--- config.mk ---
export PLATFORM = sky130hd
export DESIGN_NAME = sensor_freshness_monitor_unit
export DESIGN_NICKNAME = d
export VERILOG_FILES = /design/src/sv/sfm_pkg.sv /design/src/sv/sensor_freshness_monitor_unit.sv
export SDC_FILE = /design/constraint.sdc
export NUM_CORES = 1
export LEC_CHECK = 0
export ABC_CLOCK_PERIOD_IN_PS = 7300
export BUFFER_PORTS_ARGS = -buffer_cell sky130_fd_sc_hd__buf_2
export CORE_ASPECT_RATIO = 2
export CORE_MARGIN = 2
export CORE_UTILIZATION = 36
export CTS_CLUSTER_SIZE = 25
export DETAILED_ROUTE_END_ITERATION = 7
export GPL_TIMING_DRIVEN = 0
export PLACE_DENSITY = 0.47
export RECOVER_POWER = 50
export SLEW_MARGIN = 10
export SYNTH_ARGS = -nofsm -noshare
export SYNTH_HDL_FRONTEND = slang
export SYNTH_SLANG_ARGS = --single-unit
export TNS_END_PERCENT = 5
--- constraint.sdc ---
create_clock -name clk -period 7.3 [get_ports clk]
set_input_delay 0.365 -clock clk [delete_from_list [all_inputs] [get_ports clk]]
set_output_delay 0.365 -clock clk [all_outputs]
set_load 0.01 [all_outputs]
--- src/sv/sfm_pkg.sv ---
// Shared types and constants for the sensor freshness monitor.
// Holds the request/result transaction structs and request codes.
// No dependencies.
package sfm_pkg;

    // Request codes (req_type / reply_kind)
    localparam logic [2:0] REQ_UPDATE      = 3'd0;
    localparam logic [2:0] REQ_TICK        = 3'd1;
    localparam logic [2:0] REQ_READ_TEMP   = 3'd2;
    localparam logic [2:0] REQ_READ_ONLINE = 3'd3;
    localparam logic [2:0] REQ_GATHER_ROOM = 3'd4;
    localparam logic [2:0] REQ_GATHER_OUT  = 3'd5;

    // Longest gather list
    localparam int unsigned MAX_RESULTS = 9;

    // Configuration space: one 32-bit register
    localparam int unsigned CFG_ADDR_W    = 3;
    localparam logic [31:0] TIMEOUT_RESET = 32'd5000;

    typedef struct packed {
        logic [2:0]         req_type;
        logic [7:0]         slot_id;
        logic signed [15:0] temperature_in;
    } req_t;

    typedef struct packed {
        logic [2:0]         reply_kind;
        logic               ok;
        logic signed [15:0] reading;
        logic [3:0]         list_index;
        logic               last;
    } rsp_t;

endpackage

--- src/sv/sensor_freshness_monitor_unit.sv ---
// Sensor freshness monitor: slot table, tick-based aging, reads and gathers.
// Depends on sfm_pkg (types, request codes, constants).
//
//  Channel   Signals                                   Direction  Transaction when
//  --------  ----------------------------------------  ---------  -----------------------
//  request   start, busy, req                          in         start & !busy at clk
//  result    rsp_valid, rsp                            out        rsp_valid (one cycle)
//  config    psel, penable, pwrite, paddr, pwdata,     in/out     psel & penable & pwrite
//            prdata, pready
//
// Update, read online and rejected ids answer in the cycle after the transaction
// and leave busy low. Other requests step a slot index through the
// reading/stamp memories, a fetch state (read port) then an evaluate state per
// slot (one age compare or online test); the final result is valid in the same
// cycle that busy drops. Read temperature visits one slot, a tick every slot, a
// gather its slot range, stopping once the list is full, then a closing state.
// Reset (rst_n low) clears the online flags and the tick and loads the default
// timeout; slot memories need no clearing pass. Results cannot be stalled.
module sensor_freshness_monitor_unit
    import sfm_pkg::*;
#(
    parameter int unsigned SENSOR_SLOTS = 11,
    parameter int unsigned ROOM_SLOTS   = 9
)
(
    input  logic                  clk,
    input  logic                  rst_n,
    // request
    input  logic                  start,
    output logic                  busy,
    input  req_t                  req,
    // result
    output logic                  rsp_valid,
    output rsp_t                  rsp,
    // configuration
    input  logic                  psel,
    input  logic                  penable,
    input  logic                  pwrite,
    input  logic [CFG_ADDR_W-1:0] paddr,
    input  logic [31:0]           pwdata,
    output logic [31:0]           prdata,
    output logic                  pready
);

    localparam int unsigned IDX_W    = $clog2(SENSOR_SLOTS);
    localparam int unsigned PAD_N    = 2 ** IDX_W;
    localparam int unsigned ROOM_EFF = (ROOM_SLOTS < SENSOR_SLOTS) ? ROOM_SLOTS : SENSOR_SLOTS;
    localparam bit          OUT_EMPTY = (ROOM_EFF >= SENSOR_SLOTS);
    localparam logic [IDX_W-1:0] LAST_SLOT  = IDX_W'(SENSOR_SLOTS - 1);
    localparam logic [IDX_W-1:0] ROOM_LAST  = IDX_W'(ROOM_EFF - 1);
    localparam logic [IDX_W-1:0] OUT_FIRST  = IDX_W'(ROOM_EFF);
    localparam logic [7:0]       SLOTS_ID   = 8'(SENSOR_SLOTS);
    localparam logic [3:0]       CNT_FINAL  = 4'(MAX_RESULTS - 1);

    typedef enum logic [3:0] {
        S_IDLE   = 4'b0001,
        S_FETCH  = 4'b0010,
        S_EVAL   = 4'b0100,
        S_FINISH = 4'b1000
    } state_t;

    state_t                    state_reg, state_next;
    logic [2:0]                kind_reg, kind_next;
    logic [IDX_W-1:0]          idx_reg, idx_next;
    logic [IDX_W-1:0]          end_idx_reg, end_idx_next;
    logic [3:0]                cnt_reg, cnt_next;
    logic                      pend_vld_reg, pend_vld_next;
    logic [15:0]               pend_reading_reg, pend_reading_next;
    logic [3:0]                pend_index_reg, pend_index_next;
    logic [31:0]               tick_now_reg, tick_now_next;
    logic [31:0]               timeout_reg;
    logic [SENSOR_SLOTS-1:0]   online_reg, online_next;
    logic                      rsp_valid_reg, rsp_valid_next;
    rsp_t                      rsp_reg, rsp_next;

    // slot memories, one read port registered at idx_reg
    logic [15:0]               reading_mem [SENSOR_SLOTS];
    logic [31:0]               stamp_mem   [SENSOR_SLOTS];
    logic [15:0]               rd_reading_reg;
    logic [31:0]               rd_stamp_reg;
    logic                      wr_en;

    logic                      id_ok;
    logic [IDX_W-1:0]          id_idx;
    logic [PAD_N-1:0]          online_pad;
    logic [31:0]               age;
    logic                      expired;
    logic                      found;
    logic                      cfg_wr;

    function automatic rsp_t make_rsp(input logic [2:0] kind, input logic ok,
                                      input logic [15:0] value, input logic [3:0] pos,
                                      input logic fin);
        rsp_t r;
        r.reply_kind = kind;
        r.ok         = ok;
        r.reading    = ok ? value : 16'd0;
        r.list_index = pos;
        r.last       = fin;
        return r;
    endfunction

    assign id_ok      = (req.slot_id < SLOTS_ID);
    assign id_idx     = req.slot_id[IDX_W-1:0];
    assign online_pad = PAD_N'(online_reg);

    // age unit: modular age of the fetched stamp against the timeout
    assign age     = tick_now_reg - rd_stamp_reg;
    assign expired = (age > timeout_reg);
    assign found   = online_pad[idx_reg];

    // sequencer
    always_comb
    begin
        state_next        = state_reg;
        kind_next         = kind_reg;
        idx_next          = idx_reg;
        end_idx_next      = end_idx_reg;
        cnt_next          = cnt_reg;
        pend_vld_next     = pend_vld_reg;
        pend_reading_next = pend_reading_reg;
        pend_index_next   = pend_index_reg;
        tick_now_next     = tick_now_reg;
        online_next       = online_reg;
        rsp_valid_next    = 1'b0;
        rsp_next          = rsp_reg;
        wr_en             = 1'b0;

        case (state_reg)
            S_IDLE:
            begin
                if (start)
                begin
                    kind_next = req.req_type;
                    case (req.req_type)
                        REQ_UPDATE:
                        begin
                            rsp_valid_next = 1'b1;
                            if (id_ok)
                            begin
                                wr_en               = 1'b1;
                                online_next[id_idx] = 1'b1;
                                rsp_next = make_rsp(REQ_UPDATE, 1'b1, req.temperature_in,
                                                    4'd0, 1'b1);
                            end
                            else
                            begin
                                rsp_next = make_rsp(REQ_UPDATE, 1'b0, 16'd0, 4'd0, 1'b1);
                            end
                        end
                        REQ_TICK:
                        begin
                            tick_now_next = tick_now_reg + 32'd1;
                            idx_next      = '0;
                            end_idx_next  = LAST_SLOT;
                            state_next    = S_FETCH;
                        end
                        REQ_READ_TEMP:
                        begin
                            if (id_ok && online_pad[id_idx])
                            begin
                                idx_next     = id_idx;
                                end_idx_next = id_idx;
                                state_next   = S_FETCH;
                            end
                            else
                            begin
                                rsp_valid_next = 1'b1;
                                rsp_next = make_rsp(REQ_READ_TEMP, 1'b0, 16'd0, 4'd0, 1'b1);
                            end
                        end
                        REQ_READ_ONLINE:
                        begin
                            rsp_valid_next = 1'b1;
                            rsp_next = make_rsp(REQ_READ_ONLINE, id_ok && online_pad[id_idx],
                                                16'd0, 4'd0, 1'b1);
                        end
                        REQ_GATHER_ROOM:
                        begin
                            idx_next      = '0;
                            end_idx_next  = ROOM_LAST;
                            cnt_next      = '0;
                            pend_vld_next = 1'b0;
                            state_next    = S_FETCH;
                        end
                        REQ_GATHER_OUT:
                        begin
                            if (OUT_EMPTY)
                            begin
                                rsp_valid_next = 1'b1;
                                rsp_next = make_rsp(REQ_GATHER_OUT, 1'b0, 16'd0, 4'd0, 1'b1);
                            end
                            else
                            begin
                                idx_next      = OUT_FIRST;
                                end_idx_next  = LAST_SLOT;
                                cnt_next      = '0;
                                pend_vld_next = 1'b0;
                                state_next    = S_FETCH;
                            end
                        end
                        default:
                        begin
                            // unused codes: no result, no state change
                        end
                    endcase
                end
            end

            S_FETCH:
            begin
                // memory read of idx_reg completes at this edge
                state_next = S_EVAL;
            end

            S_EVAL:
            begin
                case (kind_reg)
                    REQ_TICK:
                    begin
                        if (found && expired)
                            online_next[idx_reg] = 1'b0;
                        if (idx_reg == end_idx_reg)
                        begin
                            rsp_valid_next = 1'b1;
                            rsp_next   = make_rsp(REQ_TICK, 1'b1, 16'd0, 4'd0, 1'b1);
                            state_next = S_IDLE;
                        end
                        else
                        begin
                            idx_next   = idx_reg + IDX_W'(1);
                            state_next = S_FETCH;
                        end
                    end
                    REQ_READ_TEMP:
                    begin
                        rsp_valid_next = 1'b1;
                        rsp_next   = make_rsp(REQ_READ_TEMP, 1'b1, rd_reading_reg, 4'd0, 1'b1);
                        state_next = S_IDLE;
                    end
                    REQ_GATHER_ROOM, REQ_GATHER_OUT:
                    begin
                        // hold one entry back so the final one can carry last
                        if (found)
                        begin
                            if (pend_vld_reg)
                            begin
                                rsp_valid_next = 1'b1;
                                rsp_next = make_rsp(kind_reg, 1'b1, pend_reading_reg,
                                                    pend_index_reg, 1'b0);
                            end
                            pend_vld_next     = 1'b1;
                            pend_reading_next = rd_reading_reg;
                            pend_index_next   = cnt_reg;
                            cnt_next          = cnt_reg + 4'd1;
                        end
                        if ((idx_reg == end_idx_reg) || (found && (cnt_reg == CNT_FINAL)))
                        begin
                            state_next = S_FINISH;
                        end
                        else
                        begin
                            idx_next   = idx_reg + IDX_W'(1);
                            state_next = S_FETCH;
                        end
                    end
                    default:
                    begin
                        state_next = S_IDLE;
                    end
                endcase
            end

            S_FINISH:
            begin
                rsp_valid_next = 1'b1;
                if (pend_vld_reg)
                    rsp_next = make_rsp(kind_reg, 1'b1, pend_reading_reg, pend_index_reg, 1'b1);
                else
                    rsp_next = make_rsp(kind_reg, 1'b0, 16'd0, 4'd0, 1'b1);
                state_next = S_IDLE;
            end

            default:
            begin
                state_next = S_IDLE;
            end
        endcase
    end

    // control registers
    always_ff @(posedge clk or negedge rst_n)
    begin
        if (!rst_n)
        begin
            state_reg     <= S_IDLE;
            kind_reg      <= REQ_UPDATE;
            idx_reg       <= '0;
            end_idx_reg   <= '0;
            cnt_reg       <= '0;
            pend_vld_reg  <= 1'b0;
            tick_now_reg  <= '0;
            online_reg    <= '0;
            rsp_valid_reg <= 1'b0;
        end
        else
        begin
            state_reg     <= state_next;
            kind_reg      <= kind_next;
            idx_reg       <= idx_next;
            end_idx_reg   <= end_idx_next;
            cnt_reg       <= cnt_next;
            pend_vld_reg  <= pend_vld_next;
            tick_now_reg  <= tick_now_next;
            online_reg    <= online_next;
            rsp_valid_reg <= rsp_valid_next;
        end
    end

    // payload registers
    always_ff @(posedge clk)
    begin
        pend_reading_reg <= pend_reading_next;
        pend_index_reg   <= pend_index_next;
        rsp_reg          <= rsp_next;
    end

    // slot memories: write on update, registered read at idx_reg
    always_ff @(posedge clk)
    begin
        if (wr_en)
        begin
            reading_mem[id_idx] <= req.temperature_in;
            stamp_mem[id_idx]   <= tick_now_reg;
        end
        rd_reading_reg <= reading_mem[idx_reg];
        rd_stamp_reg   <= stamp_mem[idx_reg];
    end

    // configuration port
    assign cfg_wr = psel && penable && pwrite && !paddr[2];

    always_ff @(posedge clk or negedge rst_n)
    begin
        if (!rst_n)
            timeout_reg <= TIMEOUT_RESET;
        else if (cfg_wr)
            timeout_reg <= pwdata;
    end

    assign prdata    = paddr[2] ? 32'd0 : timeout_reg;
    assign pready    = 1'b1;
    assign busy      = (state_reg != S_IDLE);
    assign rsp_valid = rsp_valid_reg;
    assign rsp       = rsp_reg;

    // checks
    a_cnt_bound: assert property (@(posedge clk) disable iff (!rst_n)
        cnt_reg <= 4'(MAX_RESULTS))
        else $error("gather count beyond list limit");

    a_zero_reading: assert property (@(posedge clk) disable iff (!rst_n)
        rsp_valid && !rsp.ok |-> rsp.reading == 16'sd0)
        else $error("reading not zero on a failed result");

    a_multi_gather: assert property (@(posedge clk) disable iff (!rst_n)
        rsp_valid && !rsp.last |->
            rsp.ok && (rsp.reply_kind == REQ_GATHER_ROOM || rsp.reply_kind == REQ_GATHER_OUT))
        else $error("non-final result outside a gather");

    a_idx_range: assert property (@(posedge clk) disable iff (!rst_n)
        idx_reg <= LAST_SLOT && end_idx_reg <= LAST_SLOT)
        else $error("slot index out of table");

endmodule
==> results summary <==
The count of TritonRoute iterations in the first routing pass came out at 7. The fraction of power consumed by sequential logic is 46.4%. In the global route stage, met2 resource usage came out at about two fifths.

Counting every net in the synthesized netlist gives 2015. In the final layout, the registers with the most flip-flops are stamp_mem x352, reading_mem x176. By instance count, the leading cell after synthesis is sky130_fd_sc_hd__edfxtp_1. The number of buffers added for setup after CTS is 0. The synthesized design contains ~720 register bits. The count of unique library cells instantiated by Yosys came out at 67.

More flip-flops sit in one register than any other, and that register is stamp_mem. The synthesized-area fraction occupied by xor and xnor cells is 1.76%. The async set-reset flop share out of synthesis is 13.4%. The share of final-layout standard cells stronger than drive strength 1 came out at approximately 18%.

After synthesis, flip-flops and latches occupy between 60% and 70% of the total area. The number of enable flip-flop cells after synthesis came out at about 570. The count of pins on the block boundary is 128. The height of the chip came out at about 400 microns. The clock slew seen by the registers of the worst setup and hold paths came out at 0.07 ns. The floorplan step set the die width to roughly 210 microns. The number of max-slew violations in the final report came out at 99. In this run the most used layer during global routing was met2. The checks that failed: max-capacitance violations, max-slew violations. The overall power consumption is 10.2 mW. The number of H-tree branching levels is 3. The number of cells produced by synthesis came out at approximately 1.9k.

The first global-routing pass estimated 121000 microns of wire. Of the post-synthesis cell area, the part taken by muxes is between 10% and 20%. For this run, global-route usage on met1 was measured as roughly a fifth. The worst clock skew on the final layout came out at about 0.021 ns. In this run, CTS created clock tree buffers numbering 68.

Ranked by total cell area, the synthesized netlist is headed by sky130_fd_sc_hd__edfxtp_1, sky130_fd_sc_hd__dfrtp_1, sky130_fd_sc_hd__mux4_2. Of all nets on the critical path, the largest fanout is 16. The floorplan has 149 rows. The clock tree from TritonCTS is built. Global routing consumed, on the met3 layer, 3.04% of the routing resources. Summed over all failing endpoints, the final setup total negative slack is 0 ns. The compound-gate portion of the synthesized area came out at 6.43%. The average size of a mapped cell is 15.9 sq um. The power share of the clock group is 35.3%.

In the routed layout, each cell is associated on average with a via count of 5.25. The clock reaches the later pin of the worst-skew pair after around 0.64 ns. After detailed routing, the average wire length per cell comes to between 20 and 30 microns.

The total half-perimeter wirelength after legalization and detailed placement is roughly 60000 microns. The area of the mapped netlist is ~30000 sq um. The buffer levels on the longest clock path is 3.

In the routed design, unresolved DRC markers number 0. Sorting the synthesized cells by how often they occur yields sky130_fd_sc_hd__edfxtp_1, sky130_fd_sc_hd__nand2_1, sky130_fd_sc_hd__mux2i_1, sky130_fd_sc_hd__mux4_2, sky130_fd_sc_hd__inv_1. The number of antenna violations at the first check in global routing came out at 0. The number of global-route vias before repair came out at 18.4k.

The tree is rooted in a sky130_fd_sc_hd__clkbuf_16. After synthesis, the largest family of logic cells by area is multiplexers. The min-delay analysis places its worst path in the category in -> reg. The yosys synthesis warning count came out at 0.

The worst-case setup margin in the final layout came out at 1.48 ns. The flow ran to the end, but the final reports show violations. VDD sags by at most ~0.00017 V. The post-placement cell count came out at ~3.1k. The slack of the worst reg-to-reg path came out at 1.48 ns. The initial core utilization is a little over a third. The via count is ~17k. The layout has roughly 7.4k filler cells.

The synthesized design devotes to its leading area cell type roughly 58% of total area. The filler-free cell count of the finished design is about 3.3k. The maximum clock frequency came out at roughly 0.17 GHz.

In this run the power spent charging and discharging nets is ~2.9 mW. Setup repair after global routing left no endpoint under its margin. The flip-flop count of the largest register after layout came out at 352.

The remaining antenna violation count after routing is 0. The power per unit of standard cell area came out at about 290 nW/um^2. The area of the die came out at around 85000 sq um.

The worst setup path is launched from a flop. Setup violations remaining at the end of the flow were counted as 0. The cell area reported after detailed placement came out at 32600 sq um.

The adder-cell share of the synthesized area is under 10%. The tree built by TritonCTS fans out to roughly 720 sinks. The biggest area contributor in the post-synthesis netlist is sky130_fd_sc_hd__edfxtp_1.

Global routing finished with a remaining overflow of 0. The worst slew margin relative to its limit came out at -106%. In this run the static leakage power is between 10 and 15 nW.

The switching portion of total power is around 28%. The global-route usage over all layers is 19.6%. For the worst setup path, the data required time is around 7.8 ns. The share of total power in combinational logic is between 10% and 20%. The worst setup path is captured at a flop. Wires add up to around 83000 microns. The antenna diode instance count came out at 0. For this block, the initial DRC count from the detailed router was between 1k and 1.5k. The simple-gate share of the synthesized area came out at under 10%. The number of nets in the finished design came out at approximately 2.3k. The final weighted congestion of routability-driven global placement came out at 0.822. Once layout is done, the placed cells without fillers occupy between 30000 and 40000 sq um. The post-place setup slack is around 1.1 ns. Relative to the synthesized area, the layout overhead comes to 17.5%. The core footprint is 82200 sq um.

The final period utilization came out at 79.7%. The clock period could shrink to between 5 and 6 ns. At the pin with the least slew margin, the transition time is around 3.1 ns. The worst path arrival time came out at ~6.4 ns. The total internal power is roughly 7.3 mW. The critical path class is reg -> reg. The max-capacitance violation count is 2.

The main flop type after synthesis is sky130_fd_sc_hd__edfxtp_1. The maximum number of pins on one net before global-route repair came out at 54. The count of final hold-check violations came out at 0. The total of buffers placed on input and output ports came out at around 120.
[critical path: stages (launching register included)]
cell	delay, ns
sky130_fd_sc_hd__dfrtp_1	0.59
sky130_fd_sc_hd__ha_1	0.48
sky130_fd_sc_hd__a21oi_1	0.08
sky130_fd_sc_hd__o21ai_0	0.84
sky130_fd_sc_hd__a21oi_1	0.13
sky130_fd_sc_hd__o211a_1	0.29
sky130_fd_sc_hd__o311ai_0	0.68
sky130_fd_sc_hd__a21oi_1	0.24
sky130_fd_sc_hd__and4_1	0.23
sky130_fd_sc_hd__a211oi_1	0.39
sky130_fd_sc_hd__ha_1	0.33
sky130_fd_sc_hd__nand4_1	0.10
sky130_fd_sc_hd__nor2_1	0.09
sky130_fd_sc_hd__o21ai_0	0.19
sky130_fd_sc_hd__nand2b_1	0.12
sky130_fd_sc_hd__a211oi_2	0.60
sky130_fd_sc_hd__o31ai_1	0.19
sky130_fd_sc_hd__o21ai_0	0.13
[timing repair]
action | 4_1_cts | 5_1_grt
hold buffers | 33 | 0
hold endpoints to repair | 81 | 0
gates resized for setup | 0 | 0
setup endpoints to repair | 0 | 0
[stage by stage]
stage	hold slack, ns	utilization (%)
after global placement	0.417	38.7
after CTS	0.0186	42.8
after floorplan	0.0694	-
final	0.0778	42.6
after global routing	0.0628	42.6
after detailed placement	0.364	39.6
[power by group through the flow]
stage                     logic, mW  clock network (mW)  registers [mW]
after global placement         1.87                   0            4.81
after CTS                      1.92                3.70            4.73
after floorplan                1.14                   0            4.76
final                          1.86                3.59            4.73
after global routing           2.04                3.84            4.74
after detailed placement       1.90                   0            4.81
[final cells by class]
type / count / area [sq um] / area share, %
inverter: 99 / 372 / 1.06
clock buffer: 97 / 1950 / 5.57
sequential: 717 / 20600 / 58.7
multi-input combinational: 981 / 8670 / 24.7
tap: 1057 / 1320 / 3.77
buffer: 79 / 319 / 0.910
timing repair buffer: 201 / 1560 / 4.45
clock inverter: 29 / 279 / 0.796
[cell families after synthesis]
kind of cell	count (synthesis)
AOI/OAI and AO/OA	289
xor gates and xnor gates	60
adders and majority gates	71
buffers and inverters	178
DFF	717
muxes	237
other	1
and+or+nand+nor	323
[layer usage]
metal / share of wire, % / wire (microns)
met1: 34 / 28200
met3: 3.6 / 3010
met4: 5.7 / 4690
met2: 57 / 47100
met5: 0 / 0
[worst paths after layout]
path                                         to  cells after the start                from
max reg2reg                       online_reg[3]                     17    tick_now_reg[11]
min reg2reg                pend_reading_reg[15]                      0  rd_reading_reg[15]
min                                 kind_reg[1]                      2             req[25]
max                               online_reg[3]                     17    tick_now_reg[11]
min in group asynchronous       timeout_reg[19]                      2               rst_n
max in group asynchronous       tick_now_reg[5]                      3               rst_n
[cell usage in the layout (no fill, tap or decap), types with 37 or more instances in the layout]
cell and instances:
sky130_fd_sc_hd__a21oi_1 43, sky130_fd_sc_hd__buf_2 68, sky130_fd_sc_hd__clkbuf_1 132, sky130_fd_sc_hd__clkbuf_16 70, sky130_fd_sc_hd__dfrtp_1 90, sky130_fd_sc_hd__dfxtp_1 48, sky130_fd_sc_hd__edfxtp_1 573, sky130_fd_sc_hd__ha_1 70
sky130_fd_sc_hd__inv_1 98, sky130_fd_sc_hd__mux2_2 37, sky130_fd_sc_hd__mux2i_1 100, sky130_fd_sc_hd__mux4_2 100, sky130_fd_sc_hd__nand2_1 104, sky130_fd_sc_hd__nor2_1 85, sky130_fd_sc_hd__o211ai_1 51, sky130_fd_sc_hd__o21ai_0 85
sky130_fd_sc_hd__xnor2_1 41
(Power assumes the default switching activity.)
